File: src/sv/ntar_pkg.sv
// shared types and constants of the row-streaming neighbour-threshold automaton
// no dependencies
package ntar_pkg;

    localparam int ROW_CELLS       = 64;
    localparam int ROW_BITS        = 64;
    localparam int NEIGHBOUR_COUNT = 8;
    localparam int CNT_W           = $clog2(NEIGHBOUR_COUNT + 1);
    localparam int WIDTH_W         = 7;
    localparam int BOUND_W         = 4;
    localparam int CFG_IDX_W       = 2;

    localparam logic [CFG_IDX_W-1:0] CFG_COL_SPAN    = 2'd0;
    localparam logic [CFG_IDX_W-1:0] CFG_LOWER_BOUND = 2'd1;
    localparam logic [CFG_IDX_W-1:0] CFG_UPPER_BOUND = 2'd2;

    localparam logic [WIDTH_W-1:0] COL_SPAN_RST    = 7'd64;
    localparam logic [BOUND_W-1:0] LOWER_BOUND_RST = 4'd2;
    localparam logic [BOUND_W-1:0] UPPER_BOUND_RST = 4'd3;

    typedef struct packed {
        logic [ROW_BITS-1:0] row_cells;
        logic                last_row;
    } t_in_beat;

    typedef struct packed {
        logic [ROW_BITS-1:0] next_row_cells;
        logic                grid_done;
        logic                last_of_run;
    } t_out_beat;

    // control part of a row job waiting for the lanes
    typedef struct packed {
        logic valid;
        logic done;
        logic last;
    } t_job_ctl;

endpackage

File: src/sv/neighbor_threshold_automaton_rows.sv
// row-streaming life-like automaton: one row in per cycle unless stalled, next generation one row late
// a result beat goes from its causing row through the job register, then the output register
// throughput: one row per cycle while the output is not stalled; a bottom row after others gives two
// output beats, the second formed from held rows while the input is stalled
// reset: synchronous active low, clears held rows, pending work and restores the registers
module neighbor_threshold_automaton_rows #(
    parameter int P_ROW_CELLS = ntar_pkg::ROW_CELLS
) (
    input  logic                           i_clk,
    input  logic                           i_rst_n,
    // row input
    input  logic                           i_in_valid,
    output logic                           o_in_stall,
    input  ntar_pkg::t_in_beat             i_in_data,
    // next-generation output
    output logic                           o_out_valid,
    input  logic                           i_out_stall,
    output ntar_pkg::t_out_beat            o_out_data,
    // register writes
    input  logic                           i_cfg_valid,
    output logic                           o_cfg_ready,
    input  logic [ntar_pkg::CFG_IDX_W-1:0] i_cfg_index,
    input  logic [ntar_pkg::WIDTH_W-1:0]   i_cfg_data
);
    import ntar_pkg::*;

    // configuration registers
    logic [WIDTH_W-1:0]     r_col_span;
    logic [BOUND_W-1:0]     r_lower;
    logic [BOUND_W-1:0]     r_upper;

    logic [P_ROW_CELLS-1:0] w_col_mask;
    logic [P_ROW_CELLS-1:0] w_cur;
    t_job_ctl               w_job;
    logic [P_ROW_CELLS-1:0] w_up, w_mid, w_dn;
    logic [P_ROW_CELLS+1:0] w_up_ext, w_mid_ext, w_dn_ext;
    logic [P_ROW_CELLS-1:0] w_next;
    logic                   w_out_ready;
    logic                   w_job_take;

    // output register
    logic                   r_out_valid;
    t_out_beat              r_out_data;

    // writes always taken; the user must issue them only while the block is idle, the block does not enforce it
    assign o_cfg_ready = 1'b1;

    always_ff @(posedge i_clk) begin
        if (!i_rst_n) begin
            r_col_span <= COL_SPAN_RST;
            r_lower    <= LOWER_BOUND_RST;
            r_upper    <= UPPER_BOUND_RST;
        end else if (i_cfg_valid) begin
            case (i_cfg_index)
                CFG_COL_SPAN:    r_col_span <= i_cfg_data;
                CFG_LOWER_BOUND: r_lower    <= i_cfg_data[BOUND_W-1:0];
                CFG_UPPER_BOUND: r_upper    <= i_cfg_data[BOUND_W-1:0];
                default: ;
            endcase
        end
    end

    // columns in use: below the column span, capped by the lane count
    always_comb begin
        for (int c = 0; c < P_ROW_CELLS; c++) begin
            w_col_mask[c] = (WIDTH_W'(c) < r_col_span);
        end
    end

    // incoming row trimmed to the columns in use before it is stored
    assign w_cur = i_in_data.row_cells[P_ROW_CELLS-1:0] & w_col_mask;

    ntar_window #(
        .P_ROW_CELLS (P_ROW_CELLS)
    ) u_window (
        .i_clk      (i_clk),
        .i_rst_n    (i_rst_n),
        .i_in_valid (i_in_valid),
        .i_cur      (w_cur),
        .i_last     (i_in_data.last_row),
        .i_job_take (w_job_take),
        .o_in_stall (o_in_stall),
        .o_job      (w_job),
        .o_up       (w_up),
        .o_mid      (w_mid),
        .o_dn       (w_dn)
    );

    // held rows are masked again, the width may have moved since they were stored;
    // a dead column pads each side of the grid
    assign w_up_ext  = {1'b0, w_up  & w_col_mask, 1'b0};
    assign w_mid_ext = {1'b0, w_mid & w_col_mask, 1'b0};
    assign w_dn_ext  = {1'b0, w_dn  & w_col_mask, 1'b0};

    // one lane per column, each sees the three-wide slice centred on its column
    for (genvar c = 0; c < P_ROW_CELLS; c++) begin : g_lane
        ntar_lane u_lane (
            .i_up     (w_up_ext[c+2:c]),
            .i_mid    (w_mid_ext[c+2:c]),
            .i_dn     (w_dn_ext[c+2:c]),
            .i_in_use (w_col_mask[c]),
            .i_lower  (r_lower),
            .i_upper  (r_upper),
            .o_alive  (w_next[c])
        );
    end

    // merge stage: lane bits gathered into the output beat
    assign w_out_ready = !r_out_valid || !i_out_stall;
    assign w_job_take  = w_job.valid && w_out_ready;

    always_ff @(posedge i_clk) begin
        if (!i_rst_n) begin
            r_out_valid <= 1'b0;
        end else if (w_out_ready) begin
            r_out_valid <= w_job.valid;
        end
        if (w_job_take) begin
            r_out_data.next_row_cells <= ROW_BITS'(w_next);
            r_out_data.grid_done      <= w_job.done;
            r_out_data.last_of_run    <= w_job.last;
        end
    end

    assign o_out_valid = r_out_valid;
    assign o_out_data  = r_out_data;

endmodule

File: src/sv/ntar_lane.sv
// one cell lane: counts the eight neighbours and applies the survival window
// depends on ntar_pkg
module ntar_lane (
    input  logic [2:0]                   i_up,
    input  logic [2:0]                   i_mid,
    input  logic [2:0]                   i_dn,
    input  logic                         i_in_use,
    input  logic [ntar_pkg::BOUND_W-1:0] i_lower,
    input  logic [ntar_pkg::BOUND_W-1:0] i_upper,
    output logic                         o_alive
);
    import ntar_pkg::*;

    logic [NEIGHBOUR_COUNT-1:0] w_nb;
    logic [CNT_W-1:0]           w_cnt;
    logic [BOUND_W-1:0]         w_cnt_ext;

    // own cell (middle of the centre row) is left out
    assign w_nb = {i_up, i_mid[2], i_mid[0], i_dn};

    always_comb begin
        w_cnt = '0;
        for (int k = 0; k < NEIGHBOUR_COUNT; k++) begin
            w_cnt = w_cnt + CNT_W'(w_nb[k]);
        end
    end

    assign w_cnt_ext = BOUND_W'(w_cnt);
    assign o_alive   = i_in_use && (w_cnt_ext >= i_lower) && (w_cnt_ext <= i_upper);

endmodule

File: src/sv/ntar_window.sv
// row window: holds the two previous rows and forms one row job per cycle while its job slot is free
// depends on ntar_pkg
module ntar_window #(
    parameter int P_ROW_CELLS = ntar_pkg::ROW_CELLS
) (
    input  logic                   i_clk,
    input  logic                   i_rst_n,
    input  logic                   i_in_valid,
    input  logic [P_ROW_CELLS-1:0] i_cur,
    input  logic                   i_last,
    input  logic                   i_job_take,
    output logic                   o_in_stall,
    output ntar_pkg::t_job_ctl     o_job,
    output logic [P_ROW_CELLS-1:0] o_up,
    output logic [P_ROW_CELLS-1:0] o_mid,
    output logic [P_ROW_CELLS-1:0] o_dn
);
    import ntar_pkg::*;

    logic [P_ROW_CELLS-1:0] r_above, n_above;
    logic [P_ROW_CELLS-1:0] r_middle, n_middle;
    logic                   r_held, n_held;
    logic                   r_pend, n_pend;
    t_job_ctl               r_job, n_job;
    logic [P_ROW_CELLS-1:0] r_up, n_up;
    logic [P_ROW_CELLS-1:0] r_mid, n_mid;
    logic [P_ROW_CELLS-1:0] r_dn, n_dn;
    logic                   w_slot_free;
    logic                   w_accept;

    assign w_slot_free = !r_job.valid || i_job_take;
    assign o_in_stall  = !w_slot_free || r_pend;
    assign w_accept    = i_in_valid && !o_in_stall;

    always_comb begin
        n_above  = r_above;
        n_middle = r_middle;
        n_held   = r_held;
        n_pend   = r_pend;
        n_job    = r_job;
        n_up     = r_up;
        n_mid    = r_mid;
        n_dn     = r_dn;
        if (w_accept) begin
            if (!r_held) begin
                if (i_last) begin
                    // single-row grid
                    n_job = '{valid: 1'b1, done: 1'b1, last: 1'b1};
                    n_up  = '0;
                    n_mid = i_cur;
                    n_dn  = '0;
                end else begin
                    n_job.valid = 1'b0;
                    n_above     = '0;
                    n_middle    = i_cur;
                    n_held      = 1'b1;
                end
            end else begin
                n_job    = '{valid: 1'b1, done: 1'b0, last: !i_last};
                n_up     = r_above;
                n_mid    = r_middle;
                n_dn     = i_cur;
                n_above  = r_middle;
                n_middle = i_cur;
                n_pend   = i_last;
            end
        end else if (r_pend && w_slot_free) begin
            // closing row of the grid, dead row below
            n_job    = '{valid: 1'b1, done: 1'b1, last: 1'b1};
            n_up     = r_above;
            n_mid    = r_middle;
            n_dn     = '0;
            n_pend   = 1'b0;
            n_above  = '0;
            n_middle = '0;
            n_held   = 1'b0;
        end else if (i_job_take) begin
            n_job.valid = 1'b0;
        end
    end

    always_ff @(posedge i_clk) begin
        if (!i_rst_n) begin
            r_above  <= '0;
            r_middle <= '0;
            r_held   <= 1'b0;
            r_pend   <= 1'b0;
            r_job    <= '0;
        end else begin
            r_above  <= n_above;
            r_middle <= n_middle;
            r_held   <= n_held;
            r_pend   <= n_pend;
            r_job    <= n_job;
        end
        r_up  <= n_up;
        r_mid <= n_mid;
        r_dn  <= n_dn;
    end

    assign o_job = r_job;
    assign o_up  = r_up;
    assign o_mid = r_mid;
    assign o_dn  = r_dn;

endmodule

File: config.mk
export PLATFORM = sky130hd
export DESIGN_NAME = neighbor_threshold_automaton_rows
export DESIGN_NICKNAME = d
export VERILOG_FILES = /design/src/sv/ntar_pkg.sv /design/src/sv/neighbor_threshold_automaton_rows.sv /design/src/sv/ntar_lane.sv /design/src/sv/ntar_window.sv
export SDC_FILE = /design/constraint.sdc
export NUM_CORES = 2
export LEC_CHECK = 0
export BUFFER_PORTS_ARGS = -buffer_cell sky130_fd_sc_hd__buf_2
export CORE_MARGIN = 2
export CORE_UTILIZATION = 45
export CTS_CLUSTER_DIAMETER = 60
export DETAILED_ROUTE_END_ITERATION = 8
export SYNTH_ARGS = -nofsm -noshare
export SYNTH_HDL_FRONTEND = slang
export SYNTH_SLANG_ARGS = --single-unit
File: constraint.sdc
create_clock -name i_clk -period 26.9 [get_ports i_clk]
set_input_delay 4.035 -clock i_clk [delete_from_list [all_inputs] [get_ports i_clk]]
set_output_delay 4.035 -clock i_clk [all_outputs]
set_load 0.01 [all_outputs]
; Word-level counts from Yosys, hierarchy flattened
; Index checks and enable logic that the tools add are counted.
[op_classes]
div = 0
mul = 0
n_reduce_logical = 149
n_addsub = 441
magnitude_cmp = 192
shifts = 0
eq_ne = 5
muxes = 30
bitwise_logic = 4
[ops]
columns = cell, n
row1 = 4-bit by 1-bit adder with 4-bit output, 378
row2 = 64-bit 2-to-1 mux, 17
row3 = 64-bit AND, 4
row4 = 4-bit greater-or-equal comparator, 64
row5 = 4-bit <= comparator, 64
row6 = "6-bit by 7-bit < comparator with 1-bit output, first input constant", 32
row7 = 1-bit logical AND, 131
row8 = 1-bit by 1-bit adder with 2-bit output, 63
row9 = "5-bit by 7-bit < comparator with 1-bit output, first input constant", 16
row10 = "4-bit by 7-bit < comparator with 1-bit output, first input constant", 8
row11 = "3-bit by 7-bit < comparator with 1-bit output, first input constant", 4
row12 = "1-bit by 7-bit < comparator with 1-bit output, first input constant", 2
row13 = "2-bit by 7-bit < comparator with 1-bit output, first input constant", 2
row14 = 2-bit AND reduction, 6
row15 = 1-bit 2-to-1 mux, 9
row16 = 1-bit zero test, 6
row17 = 3-bit 2-to-1 mux, 2
row18 = "3-bit by 2-bit inequality test with 1-bit output, second input constant", 2
row19 = 2-bit 2-to-1 mux, 2
row20 = 1-bit logical OR, 3
row21 = 3-bit nonzero test, 1
row22 = "2-bit by 1-bit == test with 1-bit output, second input constant", 1
row23 = "2-bit == test, second input constant", 1
row24 = 2-bit zero test, 1
row25 = other kinds (2), 2
[word_totals]
latchBits = 0
mem_bits_rw = 0
word_cells = 838
mem_bits_ro = 0
inputBits = 79
memories = 0
register_bits = 407
out_inout_bits = 69

; Longest topological paths before layout
[logic_depth]
ltp_word = 12
ltp_mapped = 21

; Hierarchy
; From an unflattened synthesis, not the netlist that was laid out.
[hier_totals]
cells_unflattened = 4455
area_unflattened_um2 = 41165.7
[modules_own_cells]
columns = module, seq_area_each_um2, instances, area_per_inst_um2, cells_per_inst
row1 = ntar_lane at g_lane[13].u_lane ..., 0.0, 37, 371.6, 48
row2 = ntar_window, 8428.1, 1, 12344.3, 875
row3 = ntar_lane at g_lane[0].u_lane ..., 0.0, 27, 374.1, 48
row4 = neighbor_threshold_automaton_rows, 2302.2, 1, 4971.0, 508

; Worst setup path before layout
; OpenSTA, ideal clock, no wires.
[synth_timing]
kind = input to register
from = in i_out_stall
to = reg u_window.r_dn[0] (netlist: u_window.o_dn[0]) (enable)
required_time_ns = 26.088
stages = 3
t_arrival_ns = 13.688
path_buffers = 1
setup_slack_ns = 12.400
path_cell_list = and3_1 buf_6 a21oi_1
[synth_via]
elab_chain_len = 10
[synth_rtl]
columns = element, line_no
row1 = start: declaration, neighbor_threshold_automaton_rows.sv:17  ; input logic i_out_stall,
row2 = 1-bit zero test *, neighbor_threshold_automaton_rows.sv:109  ; assign w_out_ready = !r_out_valid || !i_out_stall;
row3 = 1-bit logical OR *, neighbor_threshold_automaton_rows.sv:109
row4 = 1-bit logical AND *, neighbor_threshold_automaton_rows.sv:110  ; assign w_job_take = w_job.valid && w_out_ready;
row5 = 1-bit logical OR *, ntar_window.sv:31  ; assign w_slot_free = !r_job.valid || i_job_take;
row6 = 1-bit zero test, ntar_window.sv:32  ; assign o_in_stall = !w_slot_free || r_pend;
row7 = 1-bit logical OR, ntar_window.sv:32
row8 = 1-bit zero test, ntar_window.sv:33  ; assign w_accept = i_in_valid && !o_in_stall;
row9 = 1-bit logical AND, ntar_window.sv:33
row10 = 3-bit by 2-bit inequality test with 1-bit output (no line) or 2-bit nonzero test (tied branches), -
row11 = 2-bit AND reduction (no line) *, -
row12 = end signal: assignment, ntar_window.sv:98  ; r_dn <= n_dn;
row13 = end: declaration, ntar_window.sv:27  ; logic [P_ROW_CELLS-1:0] r_dn, n_dn;
; Mark *: on every way between the ends. The rest lies on a longest branch, timed or not.
; A chain may end at the register's enable or synchronous reset.

; Worst setup path in the final report
[layout_timing]
from = in i_out_stall
to = out o_in_stall
[layout_via]
elab_chain_len = 6
[layout_rtl]
columns = element, line_no
row1 = 1-bit zero test, neighbor_threshold_automaton_rows.sv:109
row2 = 1-bit logical OR, neighbor_threshold_automaton_rows.sv:109
row3 = 1-bit logical AND, neighbor_threshold_automaton_rows.sv:110
row4 = 1-bit logical OR, ntar_window.sv:31
row5 = 1-bit zero test, ntar_window.sv:32
row6 = 1-bit logical OR, ntar_window.sv:32
row7 = end: declaration, neighbor_threshold_automaton_rows.sv:13  ; output logic o_in_stall,
; No other way between the ends.

==> flow_summary.toml <==
[placed_design]
globalplace.congestion = 0.8240
io_buffer_count = 146
dp_hpwl_microns = 70430

[synth]
synth_area_per_cell_sq_um = 9.850
ys_ff_latch = 407
synth_edf_count = 258
ys.warnings.count = 0
synthesis.area_sq_um = 38030
ys_types = 70
synth-main-ff-cell = "edfxtp_1"
syn_nets = 4833
synth_async_sr_flop_share = 0
seq_area_frac_synth = 0.2821
netlist_instances = 3861

[clocking]
clkTransAtPathRegs_ns = 0.06
h-tree-depth = 2
cts_buffer_depth = 3
cts_tree = "built"
cts_hold_buf = 0
numCtsBuffers = 59
cts.sinks = 407
post_cts_buffers = 0
cts-resized-gates = 0
root_buffer = "clkbuf_16"
clk_latency_ns = 0.65

[layout]
area_growth_pct = 10.12
multiInputGateArea_sq_um = 25100
drive_above_1_share = 0.08410
layout.nets = 4965
ff_latch_area_sq_um = 10740
n_fill_cell = 7796
final_common_cell = "ha_1"
final_cell_mix = "687 x ha_1, 447 x inv_1, 356 x nand2_1"

[floorplanning]
core_sq_um = 83690
die_h_microns = 294.7
die_area_sq_um = 86860
die_x_microns = 294.7
start_util = 0.4545
io_pins = 148
num_rows = 106

[run_status]
status = "finished, final reports clean"

[power]
p_leak_nw = 19.31
power_mw = 2.938
vdd_drop_max_mv = 0.05304
powerDensity_nw_per_um2 = 70.15

[sta]
period_share = 0.3336
clock_skew_ns = 0.03465
rsz0062_at_grt = "no"
timing.slew.headroom = 0.1232
setup_viol = 0
slew_viol_final = 0
finalCriticalPeriod_ns = 8.973
fin_setup_tns_ns = 0
fmax_mhz = 111.4
holdWs_ns = 0.4632
hold_violations = 0
worstMarginPinSlew_ns = 1.313

[drt]
vias = 27620
wl_per_cell_microns = 18.90
remaining_drc_errors = 0
first_pass_iters = 5
routed_wl_microns = 97860
drtAntennaViolNets = 0
via_per_inst = 5.334
drt-initial-drc-count = 1562

[setup_path]
crit_path_max_fanout = 9
end_kind = "output pin"
crit_required_ns = 22.86
crit_top_cell = "buf_2"
path_cells = "buf_2 > and3_1 > or2_2 > buf_2"
critPathMaxStageDelay_ns = 0.32
crit_slowest_cell = "and3_1"
cp.arrival_ns = 4.94
cp-start-kind = "primary input"
critPathKind = "in -> out"

[global_routing]
globalRouteTotalUtil = 0.2315
grt_pass1_wl_microns = 156500
grt_max_degree = 103
antenna_found_initial = 3
globalRouteOverflowTotal = 0
grt_pass1_vias = 27840

[min_path]
min_path_type = "reg -> reg"

[run]
max-cap-violations = 0
-- cell families (layout without fill, tap and decap cells) --
family          after synthesis  in the layout  synth area share
fa+ha+maj                   893            893            0.3344
other cells                   1              2        0.00009860
simple gates               1072           1072            0.1397
buf+inv                     553            735           0.05918
mux                          14             14          0.003816
compound gates              768            768            0.1454
xor+xnor                    153            153           0.03523
flops                       407            407            0.2821
-- critical path: cells and delay by family --
kind                   cells  cell delay [ns]
buffers and inverters      2             0.26
and+or+nand+nor            2             0.64
-- flip-flops by register name (all words and copies together) (netlist names) --
name and cells:
o_out_data 66, o_out_valid 1, r_col_span 7, r_lower 4, r_upper 4, u_window.o_dn 64, u_window.o_job 3, u_window.o_mid 64
u_window.o_up 64, u_window.r_above 64, u_window.r_held 1, u_window.r_middle 64, u_window.r_pend 1
-- area by class of cell --
class,count,share of cell area
clock inverter,34,0.007857
clock buffer,77,0.03982
sequential,407,0.2564
antenna,1,0.00005975
inverter,454,0.04087
tap,1134,0.03388
multi-input combinational,2901,0.5993
timing repair buffer,170,0.02181
-- power breakdown --
part	leakage, nW	internal [mW]	switching [mW]
Sequential	3.73	0.731	0.0185
Combinational	14.6	0.663	0.740
Clock	0.983	0.458	0.327
Total	19.3	1.85	1.09
-- through the flow --
stage / setup WS, ns / cell area, sq um / cells / util
floorplan: 12.40 / 38030 / 3861 / -
global placement: 17.93 / 39880 / 5066 / 0.4766
detailed placement: 17.93 / 39880 / 5066 / 0.4766
CTS: 17.93 / 41880 / 5177 / 0.5004
global route: 17.89 / 41880 / 5177 / 0.5004
finish: 17.93 / 41880 / 5178 / 0.5004
-- synthesized netlist by cell type (9+ instances only) --
master,n,area share
a211o_1,30,0.0069
a211oi_1,29,0.0057
a21boi_0,9,0.0018
a21o_1,76,0.015
a21oi_1,50,0.0066
a22oi_1,64,0.013
a32oi_1,48,0.011
and2_1,74,0.012
and3_1,16,0.0026
buf_2,14,0.0018
buf_4,24,0.0047
buf_6,9,0.0027
clkbuf_1,45,0.0044
dfxtp_1,149,0.078
edfxtp_1,258,0.20
fa_1,206,0.11
ha_1,687,0.23
inv_1,453,0.045
mux2i_1,10,0.0026
nand2_1,357,0.035
nand2b_1,68,0.011
nand3_1,16,0.0021
nand4_1,71,0.012
nor2_1,202,0.020
nor2b_1,207,0.034
nor3_1,29,0.0038
o2111a_1,30,0.0089
o21a_1,182,0.036
o21ai_0,82,0.011
o21ai_1,88,0.012
o21ai_2,16,0.0037
o31a_1,28,0.0064
xnor2_1,113,0.026
xor2_1,40,0.0092
-- layer usage --
layer  wire (microns)  share of wire  track usage  vias up
met5               22        0.00022            0        -
met4             2983          0.030      0.06882        4
met3             4038          0.041      0.03137      138
met2            45800           0.47       0.3904      468
met1            45020           0.46       0.3085    13250
li1                 -              -            -    13760
-- worst paths after layout --
| check | start | to | slack, ns | cells past startpoint |
|---|---|---|---|---|
| setup / recovery | i_out_stall | o_in_stall | 17.93 | 4 |
| hold / removal | u_window.o_job[1] | o_out_data[1] | 0.46 | 0 |
| setup reg to reg | r_col_span[1] | o_out_data[17] | 20.50 | 17 |
| hold reg to reg | u_window.o_job[1] | o_out_data[1] | 0.46 | 0 |
Power figures use the tool's default switching activity.
